### src/ffa_pkg.sv
// Shared types and constants for the frame first-fit allocator.
// No dependencies.
`default_nettype none

package ffa_pkg;

    localparam int MAX_FRAMES = 64;
    localparam int FRAME_W    = $clog2(MAX_FRAMES);
    localparam int BYTES_W    = 21;
    localparam int SIZE_W     = 17;
    localparam int OWNER_W    = 16;
    localparam int CFG_IDX_W  = 2;
    localparam int PROD_W     = FRAME_W + SIZE_W;
    localparam int END_W      = PROD_W + 1;
    localparam int S_DATA_W   = 48;
    localparam int M_DATA_W   = 72;
    localparam int STATUS_W   = 3;

    localparam logic [BYTES_W-1:0] MEM_BYTES_RST   = 21'd16384;
    localparam logic [SIZE_W-1:0]  FRAME_BYTES_RST = 17'd4096;
    localparam logic [SIZE_W-1:0]  MIN_REQ_RST     = 17'd64;

    localparam logic [CFG_IDX_W-1:0] CFG_MEMORY_BYTES = 2'd0;
    localparam logic [CFG_IDX_W-1:0] CFG_FRAME_BYTES  = 2'd1;
    localparam logic [CFG_IDX_W-1:0] CFG_MIN_REQUEST  = 2'd2;

    localparam logic OP_ALLOC = 1'b0;
    localparam logic OP_FREE  = 1'b1;

    typedef enum logic [STATUS_W-1:0] {
        ST_ALLOCATED = 3'd0,
        ST_FREED     = 3'd1,
        ST_REJECTED  = 3'd2,
        ST_NO_SPACE  = 3'd3,
        ST_EMPTY     = 3'd4
    } status_t;

    typedef enum logic [2:0] {
        S_IDLE,
        S_DECODE,
        S_MULT,
        S_COMMIT,
        S_REPORT
    } state_t;

    typedef struct packed {
        logic capture;
        logic decode;
        logic multiply;
        logic commit;
        logic report;
    } dp_cmd_t;

    typedef struct packed {
        logic out_stall;
    } dp_sts_t;

endpackage

`default_nettype wire

### src/ffa_ctrl.sv
// Controller state machine for the frame first-fit allocator.
// Depends on ffa_pkg; drives the datapath command struct.
`default_nettype none

module ffa_ctrl (
    input  wire logic            clk,
    input  wire logic            rst_n,
    input  wire logic            s_tvalid,
    output logic                 s_tready,
    input  wire ffa_pkg::dp_sts_t sts,
    output ffa_pkg::dp_cmd_t     cmd
);
    import ffa_pkg::*;

    state_t state_reg;
    state_t state_next;

    always_ff @(posedge clk or negedge rst_n)
    begin
        if (!rst_n)
        begin
            state_reg <= S_IDLE;
        end
        else
        begin
            state_reg <= state_next;
        end
    end

    always_comb
    begin
        state_next = state_reg;
        unique case (state_reg)
            S_IDLE:
            begin
                if (s_tvalid)
                begin
                    state_next = S_DECODE;
                end
            end
            S_DECODE: state_next = S_MULT;
            S_MULT:   state_next = S_COMMIT;
            S_COMMIT: state_next = S_REPORT;
            S_REPORT:
            begin
                if (!sts.out_stall)
                begin
                    state_next = S_IDLE;
                end
            end
            default:  state_next = S_IDLE;
        endcase
    end

    always_comb
    begin
        s_tready     = 1'b0;
        cmd          = '0;
        unique case (state_reg)
            S_IDLE:
            begin
                s_tready    = 1'b1;
                cmd.capture = s_tvalid;
            end
            S_DECODE: cmd.decode   = 1'b1;
            S_MULT:   cmd.multiply = 1'b1;
            S_COMMIT: cmd.commit   = 1'b1;
            S_REPORT: cmd.report   = !sts.out_stall;
            default:  cmd          = '0;
        endcase
    end

`ifndef SYNTH
    a_cmd_onehot: assert property (@(posedge clk) disable iff (!rst_n)
        $onehot0({cmd.capture, cmd.decode, cmd.multiply, cmd.commit, cmd.report}))
        else $error("more than one datapath command");

    a_report_idle: assert property (@(posedge clk) disable iff (!rst_n)
        cmd.report |=> (state_reg == S_IDLE))
        else $error("controller did not return to idle after report");
`endif

endmodule

`default_nettype wire

### src/ffa_dp.sv
// Datapath: config registers, busy flags, size/owner memories, byte counts, output register.
// Depends on ffa_pkg; sequenced by ffa_ctrl.
`default_nettype none

module ffa_dp (
    input  wire logic                              clk,
    input  wire logic                              rst_n,
    input  wire ffa_pkg::dp_cmd_t                  cmd,
    output ffa_pkg::dp_sts_t                       sts,
    input  wire logic                              cfg_we,
    input  wire logic [ffa_pkg::CFG_IDX_W-1:0]     cfg_index,
    input  wire logic [ffa_pkg::BYTES_W-1:0]       cfg_data,
    input  wire logic [ffa_pkg::S_DATA_W-1:0]      s_tdata,
    input  wire logic                              s_tuser,
    output logic                                   m_tvalid,
    input  wire logic                              m_tready,
    output logic [ffa_pkg::M_DATA_W-1:0]           m_tdata,
    output logic [ffa_pkg::STATUS_W-1:0]           m_tuser
);
    import ffa_pkg::*;

    function automatic logic [BYTES_W-1:0] sat_add(input logic [BYTES_W-1:0] a,
                                                   input logic [BYTES_W-1:0] b);
        logic [BYTES_W:0] s;
        s = {1'b0, a} + {1'b0, b};
        return s[BYTES_W] ? {BYTES_W{1'b1}} : s[BYTES_W-1:0];
    endfunction

    function automatic logic [BYTES_W-1:0] sat_sub(input logic [BYTES_W-1:0] a,
                                                   input logic [SIZE_W-1:0]  b);
        logic [BYTES_W-1:0] bx;
        bx = BYTES_W'(b);
        return (bx > a) ? '0 : a - bx;
    endfunction

    // configuration
    logic [BYTES_W-1:0] mem_bytes_reg;
    logic [SIZE_W-1:0]  frame_bytes_reg;
    logic [SIZE_W-1:0]  min_req_reg;

    // captured request
    logic               op_reg;
    logic [OWNER_W-1:0] owner_reg;
    logic [BYTES_W-1:0] size_reg;
    logic [FRAME_W-1:0] idx_reg;

    // state
    logic [MAX_FRAMES-1:0] busy_reg;
    logic [MAX_FRAMES-1:0] busy_next;
    logic [BYTES_W-1:0]    used_reg;
    logic [BYTES_W-1:0]    used_next;
    logic [SIZE_W-1:0]     size_mem  [MAX_FRAMES];
    logic [OWNER_W-1:0]    owner_mem [MAX_FRAMES];

    // intermediate
    logic [FRAME_W-1:0] rd_addr;
    logic [SIZE_W-1:0]  rd_size_reg;
    logic [OWNER_W-1:0] rd_owner_reg;
    logic [FRAME_W-1:0] cand_next;
    logic               any_free_next;
    logic [FRAME_W-1:0] cand_reg;
    logic               any_free_reg;
    logic [PROD_W-1:0]  prod_reg;
    logic               reject_reg;
    logic               single_reg;
    logic [END_W-1:0]   end_sum;
    logic               fit;
    logic [BYTES_W-1:0] evict_base;

    // commit decisions
    logic               mem_we;
    logic [FRAME_W-1:0] wr_addr;
    status_t            res_status;
    logic [FRAME_W-1:0] res_grant;
    logic               res_ev;
    logic [OWNER_W-1:0] res_ev_owner;
    status_t            res_status_reg;
    logic [FRAME_W-1:0] res_grant_reg;
    logic               res_ev_reg;
    logic [OWNER_W-1:0] res_ev_owner_reg;

    // output register
    logic               m_tvalid_reg;
    status_t            m_status_reg;
    logic [FRAME_W-1:0] m_grant_reg;
    logic               m_ev_reg;
    logic [OWNER_W-1:0] m_ev_owner_reg;
    logic [BYTES_W-1:0] m_used_reg;
    logic [BYTES_W-1:0] m_free_reg;

    always_ff @(posedge clk or negedge rst_n)
    begin
        if (!rst_n)
        begin
            mem_bytes_reg   <= MEM_BYTES_RST;
            frame_bytes_reg <= FRAME_BYTES_RST;
            min_req_reg     <= MIN_REQ_RST;
        end
        else if (cfg_we)
        begin
            case (cfg_index)
                CFG_MEMORY_BYTES: mem_bytes_reg   <= cfg_data;
                CFG_FRAME_BYTES:  frame_bytes_reg <= cfg_data[SIZE_W-1:0];
                CFG_MIN_REQUEST:  min_req_reg     <= cfg_data[SIZE_W-1:0];
                default:          ;
            endcase
        end
    end

    always_ff @(posedge clk)
    begin
        if (cmd.capture)
        begin
            op_reg    <= s_tuser;
            owner_reg <= s_tdata[OWNER_W-1:0];
            size_reg  <= s_tdata[OWNER_W +: BYTES_W];
            idx_reg   <= s_tdata[OWNER_W+BYTES_W +: FRAME_W];
        end
    end

    // lowest free frame
    always_comb
    begin
        cand_next     = '0;
        any_free_next = 1'b0;
        for (int k = MAX_FRAMES - 1; k >= 0; k--)
        begin
            if (!busy_reg[k])
            begin
                cand_next     = FRAME_W'(k);
                any_free_next = 1'b1;
            end
        end
    end

    assign rd_addr = (op_reg == OP_FREE) ? idx_reg : '0;

    always_ff @(posedge clk)
    begin
        if (cmd.decode)
        begin
            rd_size_reg  <= size_mem[rd_addr];
            cand_reg     <= cand_next;
            any_free_reg <= any_free_next;
        end
        if (mem_we)
        begin
            size_mem[wr_addr] <= size_reg[SIZE_W-1:0];
        end
    end

    always_ff @(posedge clk)
    begin
        if (cmd.decode)
        begin
            rd_owner_reg <= owner_mem[rd_addr];
        end
        if (mem_we)
        begin
            owner_mem[wr_addr] <= owner_reg;
        end
    end

    always_ff @(posedge clk)
    begin
        if (cmd.multiply)
        begin
            prod_reg   <= PROD_W'(cand_reg) * PROD_W'(frame_bytes_reg);
            reject_reg <= (size_reg > BYTES_W'(frame_bytes_reg))
                       || (size_reg < BYTES_W'(min_req_reg));
            single_reg <= (mem_bytes_reg == BYTES_W'(frame_bytes_reg));
        end
    end

    assign end_sum    = END_W'(prod_reg) + END_W'(size_reg);
    assign fit        = any_free_reg && (end_sum <= END_W'(mem_bytes_reg));
    assign evict_base = busy_reg[0] ? sat_sub(used_reg, rd_size_reg) : used_reg;

    always_comb
    begin
        busy_next    = busy_reg;
        used_next    = used_reg;
        mem_we       = 1'b0;
        wr_addr      = cand_reg;
        res_status   = ST_NO_SPACE;
        res_grant    = '0;
        res_ev       = 1'b0;
        res_ev_owner = '0;
        if (op_reg == OP_FREE)
        begin
            if (busy_reg[idx_reg])
            begin
                busy_next[idx_reg] = 1'b0;
                used_next          = sat_sub(used_reg, rd_size_reg);
                res_status         = ST_FREED;
                res_grant          = idx_reg;
            end
            else
            begin
                res_status = ST_EMPTY;
            end
        end
        else if (reject_reg)
        begin
            res_status = ST_REJECTED;
        end
        else if (single_reg)
        begin
            res_ev       = busy_reg[0];
            res_ev_owner = busy_reg[0] ? rd_owner_reg : '0;
            busy_next[0] = 1'b1;
            used_next    = sat_add(evict_base, size_reg);
            mem_we       = cmd.commit;
            wr_addr      = '0;
            res_status   = ST_ALLOCATED;
        end
        else if (fit)
        begin
            busy_next[cand_reg] = 1'b1;
            used_next           = sat_add(used_reg, size_reg);
            mem_we              = cmd.commit;
            res_status          = ST_ALLOCATED;
            res_grant           = cand_reg;
        end
    end

    always_ff @(posedge clk or negedge rst_n)
    begin
        if (!rst_n)
        begin
            busy_reg <= '0;
            used_reg <= '0;
        end
        else if (cmd.commit)
        begin
            busy_reg <= busy_next;
            used_reg <= used_next;
        end
    end

    always_ff @(posedge clk)
    begin
        if (cmd.commit)
        begin
            res_status_reg   <= res_status;
            res_grant_reg    <= res_grant;
            res_ev_reg       <= res_ev;
            res_ev_owner_reg <= res_ev_owner;
        end
    end

    always_ff @(posedge clk or negedge rst_n)
    begin
        if (!rst_n)
        begin
            m_tvalid_reg <= 1'b0;
        end
        else if (cmd.report)
        begin
            m_tvalid_reg <= 1'b1;
        end
        else if (m_tready)
        begin
            m_tvalid_reg <= 1'b0;
        end
    end

    always_ff @(posedge clk)
    begin
        if (cmd.report)
        begin
            m_status_reg   <= res_status_reg;
            m_grant_reg    <= res_grant_reg;
            m_ev_reg       <= res_ev_reg;
            m_ev_owner_reg <= res_ev_owner_reg;
            m_used_reg     <= used_reg;
            m_free_reg     <= (used_reg > mem_bytes_reg) ? '0 : mem_bytes_reg - used_reg;
        end
    end

    assign sts.out_stall = m_tvalid_reg && !m_tready;
    assign m_tvalid      = m_tvalid_reg;
    assign m_tuser       = m_status_reg;
    assign m_tdata       = {{(M_DATA_W - 2*BYTES_W - OWNER_W - 1 - FRAME_W){1'b0}},
                            m_free_reg, m_used_reg, m_ev_owner_reg, m_ev_reg, m_grant_reg};

`ifndef SYNTH
    a_alloc_marks_busy: assert property (@(posedge clk) disable iff (!rst_n)
        (cmd.commit && res_status == ST_ALLOCATED) |=> busy_reg[res_grant_reg])
        else $error("granted frame not marked busy");

    a_free_clears_busy: assert property (@(posedge clk) disable iff (!rst_n)
        (cmd.commit && res_status == ST_FREED) |=> !busy_reg[res_grant_reg])
        else $error("freed frame still busy");
`endif

endmodule

`default_nettype wire

### src/frame_first_fit_allocator.sv
// Top level of the frame first-fit allocator.
// Depends on ffa_pkg, ffa_ctrl and ffa_dp.
`default_nettype none

// Takes one request at a time: a transfer is accepted in idle, then decode (busy-flag
// priority encoder and size/owner memory read), multiply (candidate frame times frame
// size), commit and report. The result becomes valid as ready returns in idle, so a
// new transfer is taken only after the last one is reported; report holds while the
// output register waits on m_tready. The lowest free frame is the only candidate
// checked against the memory bound. Sizes and owners sit in 64-entry memories with one
// read port; no clearing pass after reset.
module frame_first_fit_allocator (
    input  wire logic                          clk,
    input  wire logic                          rst_n,
    input  wire logic                          cfg_we,
    input  wire logic [ffa_pkg::CFG_IDX_W-1:0] cfg_index,
    input  wire logic [ffa_pkg::BYTES_W-1:0]   cfg_data,
    input  wire logic                          s_tvalid,
    output logic                               s_tready,
    // owner_id[15:0], request_bytes[36:16], frame_index[42:37], zero fill
    input  wire logic [ffa_pkg::S_DATA_W-1:0]  s_tdata,
    // op
    input  wire logic                          s_tuser,
    output logic                               m_tvalid,
    input  wire logic                          m_tready,
    // granted_frame[5:0], evicted_valid[6], evicted_owner[22:7],
    // used_bytes[43:23], free_bytes[64:44], zero fill
    output logic [ffa_pkg::M_DATA_W-1:0]       m_tdata,
    // status
    output logic [ffa_pkg::STATUS_W-1:0]       m_tuser
);
    import ffa_pkg::*;

    dp_cmd_t cmd;
    dp_sts_t sts;

    ffa_ctrl u_ctrl (
        .clk      (clk),
        .rst_n    (rst_n),
        .s_tvalid (s_tvalid),
        .s_tready (s_tready),
        .sts      (sts),
        .cmd      (cmd)
    );

    ffa_dp u_dp (
        .clk       (clk),
        .rst_n     (rst_n),
        .cmd       (cmd),
        .sts       (sts),
        .cfg_we    (cfg_we),
        .cfg_index (cfg_index),
        .cfg_data  (cfg_data),
        .s_tdata   (s_tdata),
        .s_tuser   (s_tuser),
        .m_tvalid  (m_tvalid),
        .m_tready  (m_tready),
        .m_tdata   (m_tdata),
        .m_tuser   (m_tuser)
    );

endmodule

`default_nettype wire
### config.mk
export PLATFORM = sky130hd
export DESIGN_NAME = frame_first_fit_allocator
export DESIGN_NICKNAME = d
export VERILOG_FILES = /design/src/ffa_pkg.sv /design/src/ffa_ctrl.sv /design/src/ffa_dp.sv /design/src/frame_first_fit_allocator.sv
export SDC_FILE = /design/constraint.sdc
export NUM_CORES = 2
export LEC_CHECK = 0
export BUFFER_PORTS_ARGS = -buffer_cell sky130_fd_sc_hd__clkbuf_2
export CORE_MARGIN = 5
export CORE_UTILIZATION = 63
export CTS_BUF_LIST = sky130_fd_sc_hd__clkbuf_16
export DETAILED_ROUTE_END_ITERATION = 10
export PLACE_DENSITY = 0.79
export SLEW_MARGIN = 20
export SYNTH_ARGS = -nofsm -noshare
export SYNTH_HDL_FRONTEND = slang
export SYNTH_HIERARCHICAL = 1
export SYNTH_SLANG_ARGS = --single-unit
### constraint.sdc
create_clock -name clk -period 10.8 [get_ports clk]
set_clock_uncertainty 0.15 [all_clocks]
set_input_delay 1.62 -clock clk [delete_from_list [all_inputs] [get_ports clk]]
set_output_delay 1.62 -clock clk [all_outputs]
set_load 0.02 [all_outputs]
==> impl_metrics.toml <==
[route]
ant_nets = 0
firstDrtPassIters = 8
drt-vias-per-instance = 7.00
drtIter0Drc = 9224
totalWireLength_mm = 283
route.detailed.drc = 0
vias = 63000
wire_per_inst_um = 31.5

[power_and_ir_drop]
cellPowerDensity_nw_per_um2 = 240
power.share.sequential_pct = 42.2
cellInternalPower_uw = 18500
swShare_pct = 32.7
pwr-share-clk_pct = 28.7
peakVddDrop_mv = 0.211
p_comb_share_pct = 29.1
power_leakage_uw = 0.0392
switching_power_uw = 9010

[global_routing]
grt_max_degree = 155
grt_pass1_vias = 62500
grt_pass1_wl_mm = 414
grt-ovfl-total = 0
antenna_found_initial = 9
track_usage_pct = 32.5

[clock_tree]
clock_sinks = 2459
cts_tree = "done"
postCtsSetupBuffers = 0
path_clk_slew_ns = 0.06
insertion_delay_ns = 0.90
h-tree-depth = 4
cts_buffers = 226
clock_path_buffers = 3
cts_resized = 0
root_buffer = "clkbuf_16"
holdBufCountCts = 0

[synth]
synth_area_um2 = 104000
synthCells = 6459
yosys_warnings = 6
synth_edf_count = 2315
synth_cell_types = 95
ys_seq_area_share_pct = 70.5
ys.flop_type = "edfxtp_1"
synth-seq-cells = 2459
syn_area_per_cell_um2 = 16.1
async_flop_share_pct = 5.86

[status]
status = "complete, no violations"

[hold_path]
min_path_type = "reg2reg"

[die]
core_um2 = 164000
io_pins = 154
die_h_um = 416
rows = 149
die_w_um = 416
start_util_pct = 63.1
dieArea_um2 = 173000

[cells_and_area]
design_area_um2 = 115000
largest_reg_flops = 1088
area_growth_pct = 10.7
seqCellArea_um2 = 73100
fin_nets = 6955
fill_cells = 10100
final_core_util_pct = 69.9
drive_gt1_share_pct = 15.8
multi_input_area_um2 = 29000

[worst_setup_path]
timing.rr.start = "u_dp/size_reg[0]"
worstSetupEndpoint = "u_dp/owner_mem[8][3]"
crit_start = "u_dp/size_reg[0]"
cp_max_fo = 69
worstSetupPathType = "reg2reg"
cp-start-kind = "flop"
r2r_cells = 25
reg2reg_to = "u_dp/owner_mem[8][3]"
required_ns = 11.14
rrSetupSlack_ns = 3.17
worst_setup_path_end_kind = "flop"
arrival_ns = 7.97

[sta]
rsz0062_at_grt = "no"
drv_slew = 0
fmax_ghz = 0.131
final.setup.tns_ns = 0
finalHoldViolCount = 0
holdWs_ns = 0.267
period_share_pct = 70.7
setup_viol = 0
relSlewSlack_pct = 15.4
worst_pin_slew_ns = 1.26
layout_setup_ws_ns = 3.17
fin_crit_ns = 7.63

[place]
port_buffers = 141
gp_congestion = 0.946
place_area_um2 = 108000
dp_hpwl_mm = 160
pre_cts_slack_ns = 2.96

[run]
drv_cap = 0
stage by stage:
step                instances  total power (uW)
floorplan                6465             17100
global placement         8586             19400
detailed placement       8586             19600
CTS                      8999             27400
global route             9002             28600
finish                   9003             27500
worst max-delay path, cell delays in order (launching register included):
cell and delay, ns:
edfxtp_1 0.36, buf_4 0.33, ha_1 0.37, fa_1 0.45, a211oi_1 0.39, o21ai_1 0.21
nand2_1 0.09, o21ai_0 0.14, a21o_1 0.23, a21oi_1 0.22, nor2b_1 0.07, o21ai_0 0.15
a21oi_1 0.10, ha_1 0.20, a21oi_1 0.16, nor2_1 0.05, a2111oi_0 0.48, o31ai_1 0.15
o221ai_1 0.32, and3_1 0.30, o21ai_2 0.07, buf_4 0.23, nand3b_4 0.54, or2_2 0.68
nor2_4 0.16, buf_4 0.56
how the worst min path moves through the flow:
| stage | slack (ns) | to | start | cells past startpoint |
|---|---|---|---|---|
| finish | 0.27 | u_dp/m_tuser[2] | u_dp/res_status_reg[2] | 0 |
| global route | 0.27 | u_dp/m_grant_reg[2] | u_dp/res_grant_reg[2] | 0 |
| CTS | 0.27 | u_dp/m_tuser[2] | u_dp/res_status_reg[2] | 0 |
| detailed placement | 0.26 | u_dp/m_ev_owner_reg[14] | u_dp/res_ev_owner_reg[14] | 0 |
| global placement | 0.25 | u_dp/m_ev_reg | u_dp/res_ev_reg | 0 |
| floorplan | 0.25 | u_dp/m_ev_owner_reg[0] | u_dp/res_ev_owner_reg[0] | 0 |
power by group through the flow:
| stage | Combinational (uW) | Sequential, uW | Clock [uW] |
|---|---|---|---|
| detailed placement | 7790 | 11800 | 0 |
| finish | 8020 | 11600 | 7900 |
| global route | 8640 | 11600 | 8380 |
| CTS | 7870 | 11600 | 7940 |
| floorplan | 5240 | 11900 | 0 |
| global placement | 7580 | 11800 | 0 |
cells in the final DEF (no fill, tap or decap), types with 140 or more instances in the layout:
cell       Yosys  layout
a21oi_1      172     171
inv_1        184     236
dfrtp_1      141     141
o21ai_0      171     171
clkbuf_2       0     140
nor3_1       174     172
o22ai_1      276     276
edfxtp_1    2315    2315
nand2_1      465     459
clkbuf_16      0     229
mux2i_1      274     274
nor2_1       201     157
buf_4         12     164
ha_1         186     186
mux4_2       276     276
a211oi_1     306     296
synthesized netlist by cell type, drive strengths merged (20+ instances only):
cell,instances,share of area [%]
buf,96,0.48
nand4,29,0.17
o21a,36,0.26
xor2,43,0.36
a31oi,87,0.52
a311oi,70,0.60
o21ai,193,0.93
and3,22,0.13
nor4,21,0.14
edfxtp,2315,67
mux4,276,6.0
o22ai,276,1.7
xnor2,68,0.57
nor2b,28,0.17
a21oi,172,0.83
nand2,467,1.7
nor2,205,0.76
fa,66,1.3
nor3,177,0.87
nand3,44,0.22
inv,184,0.67
a211oi,306,2.2
nand2b,28,0.17
mux2,41,0.44
a21o,43,0.31
o221ai,20,0.17
dfrtp,141,3.4
mux2i,274,2.6
and2,59,0.36
ha,186,2.2
clkbuf,282,1.0
cell type report:
class	instances	area share, %
Sequential cell	2459	63.6
Multi-Input combinational cell	3444	25.2
Clock buffer	229	4.99
Tap cell	2189	2.38
Timing Repair Buffer	311	1.78
Clock inverter	184	1.39
Inverter	184	0.601
Antenna cell	3	0.00653
layer usage:
layer	GRT usage [%]	vias up	wire [um]
li1	-	26000	-
met5	0	-	46
met3	7.28	829	34500
met4	16.9	8	17000
met1	44.2	31500	100000
met2	50.0	4737	131000
cell families after synthesis:
logic type / count (synthesis) / synth area share (%)
AOI/OAI and AO/OA: 1337 / 8.64
xor gates and xnor gates: 111 / 0.937
adders and majority gates: 252 / 3.52
buffers and inverters: 562 / 2.16
DFF: 2459 / 70.5
muxes: 591 / 9.08
other: 1 / 0.00361
and+or+nand+nor: 1146 / 5.20
Power figures use the tool's default switching activity.
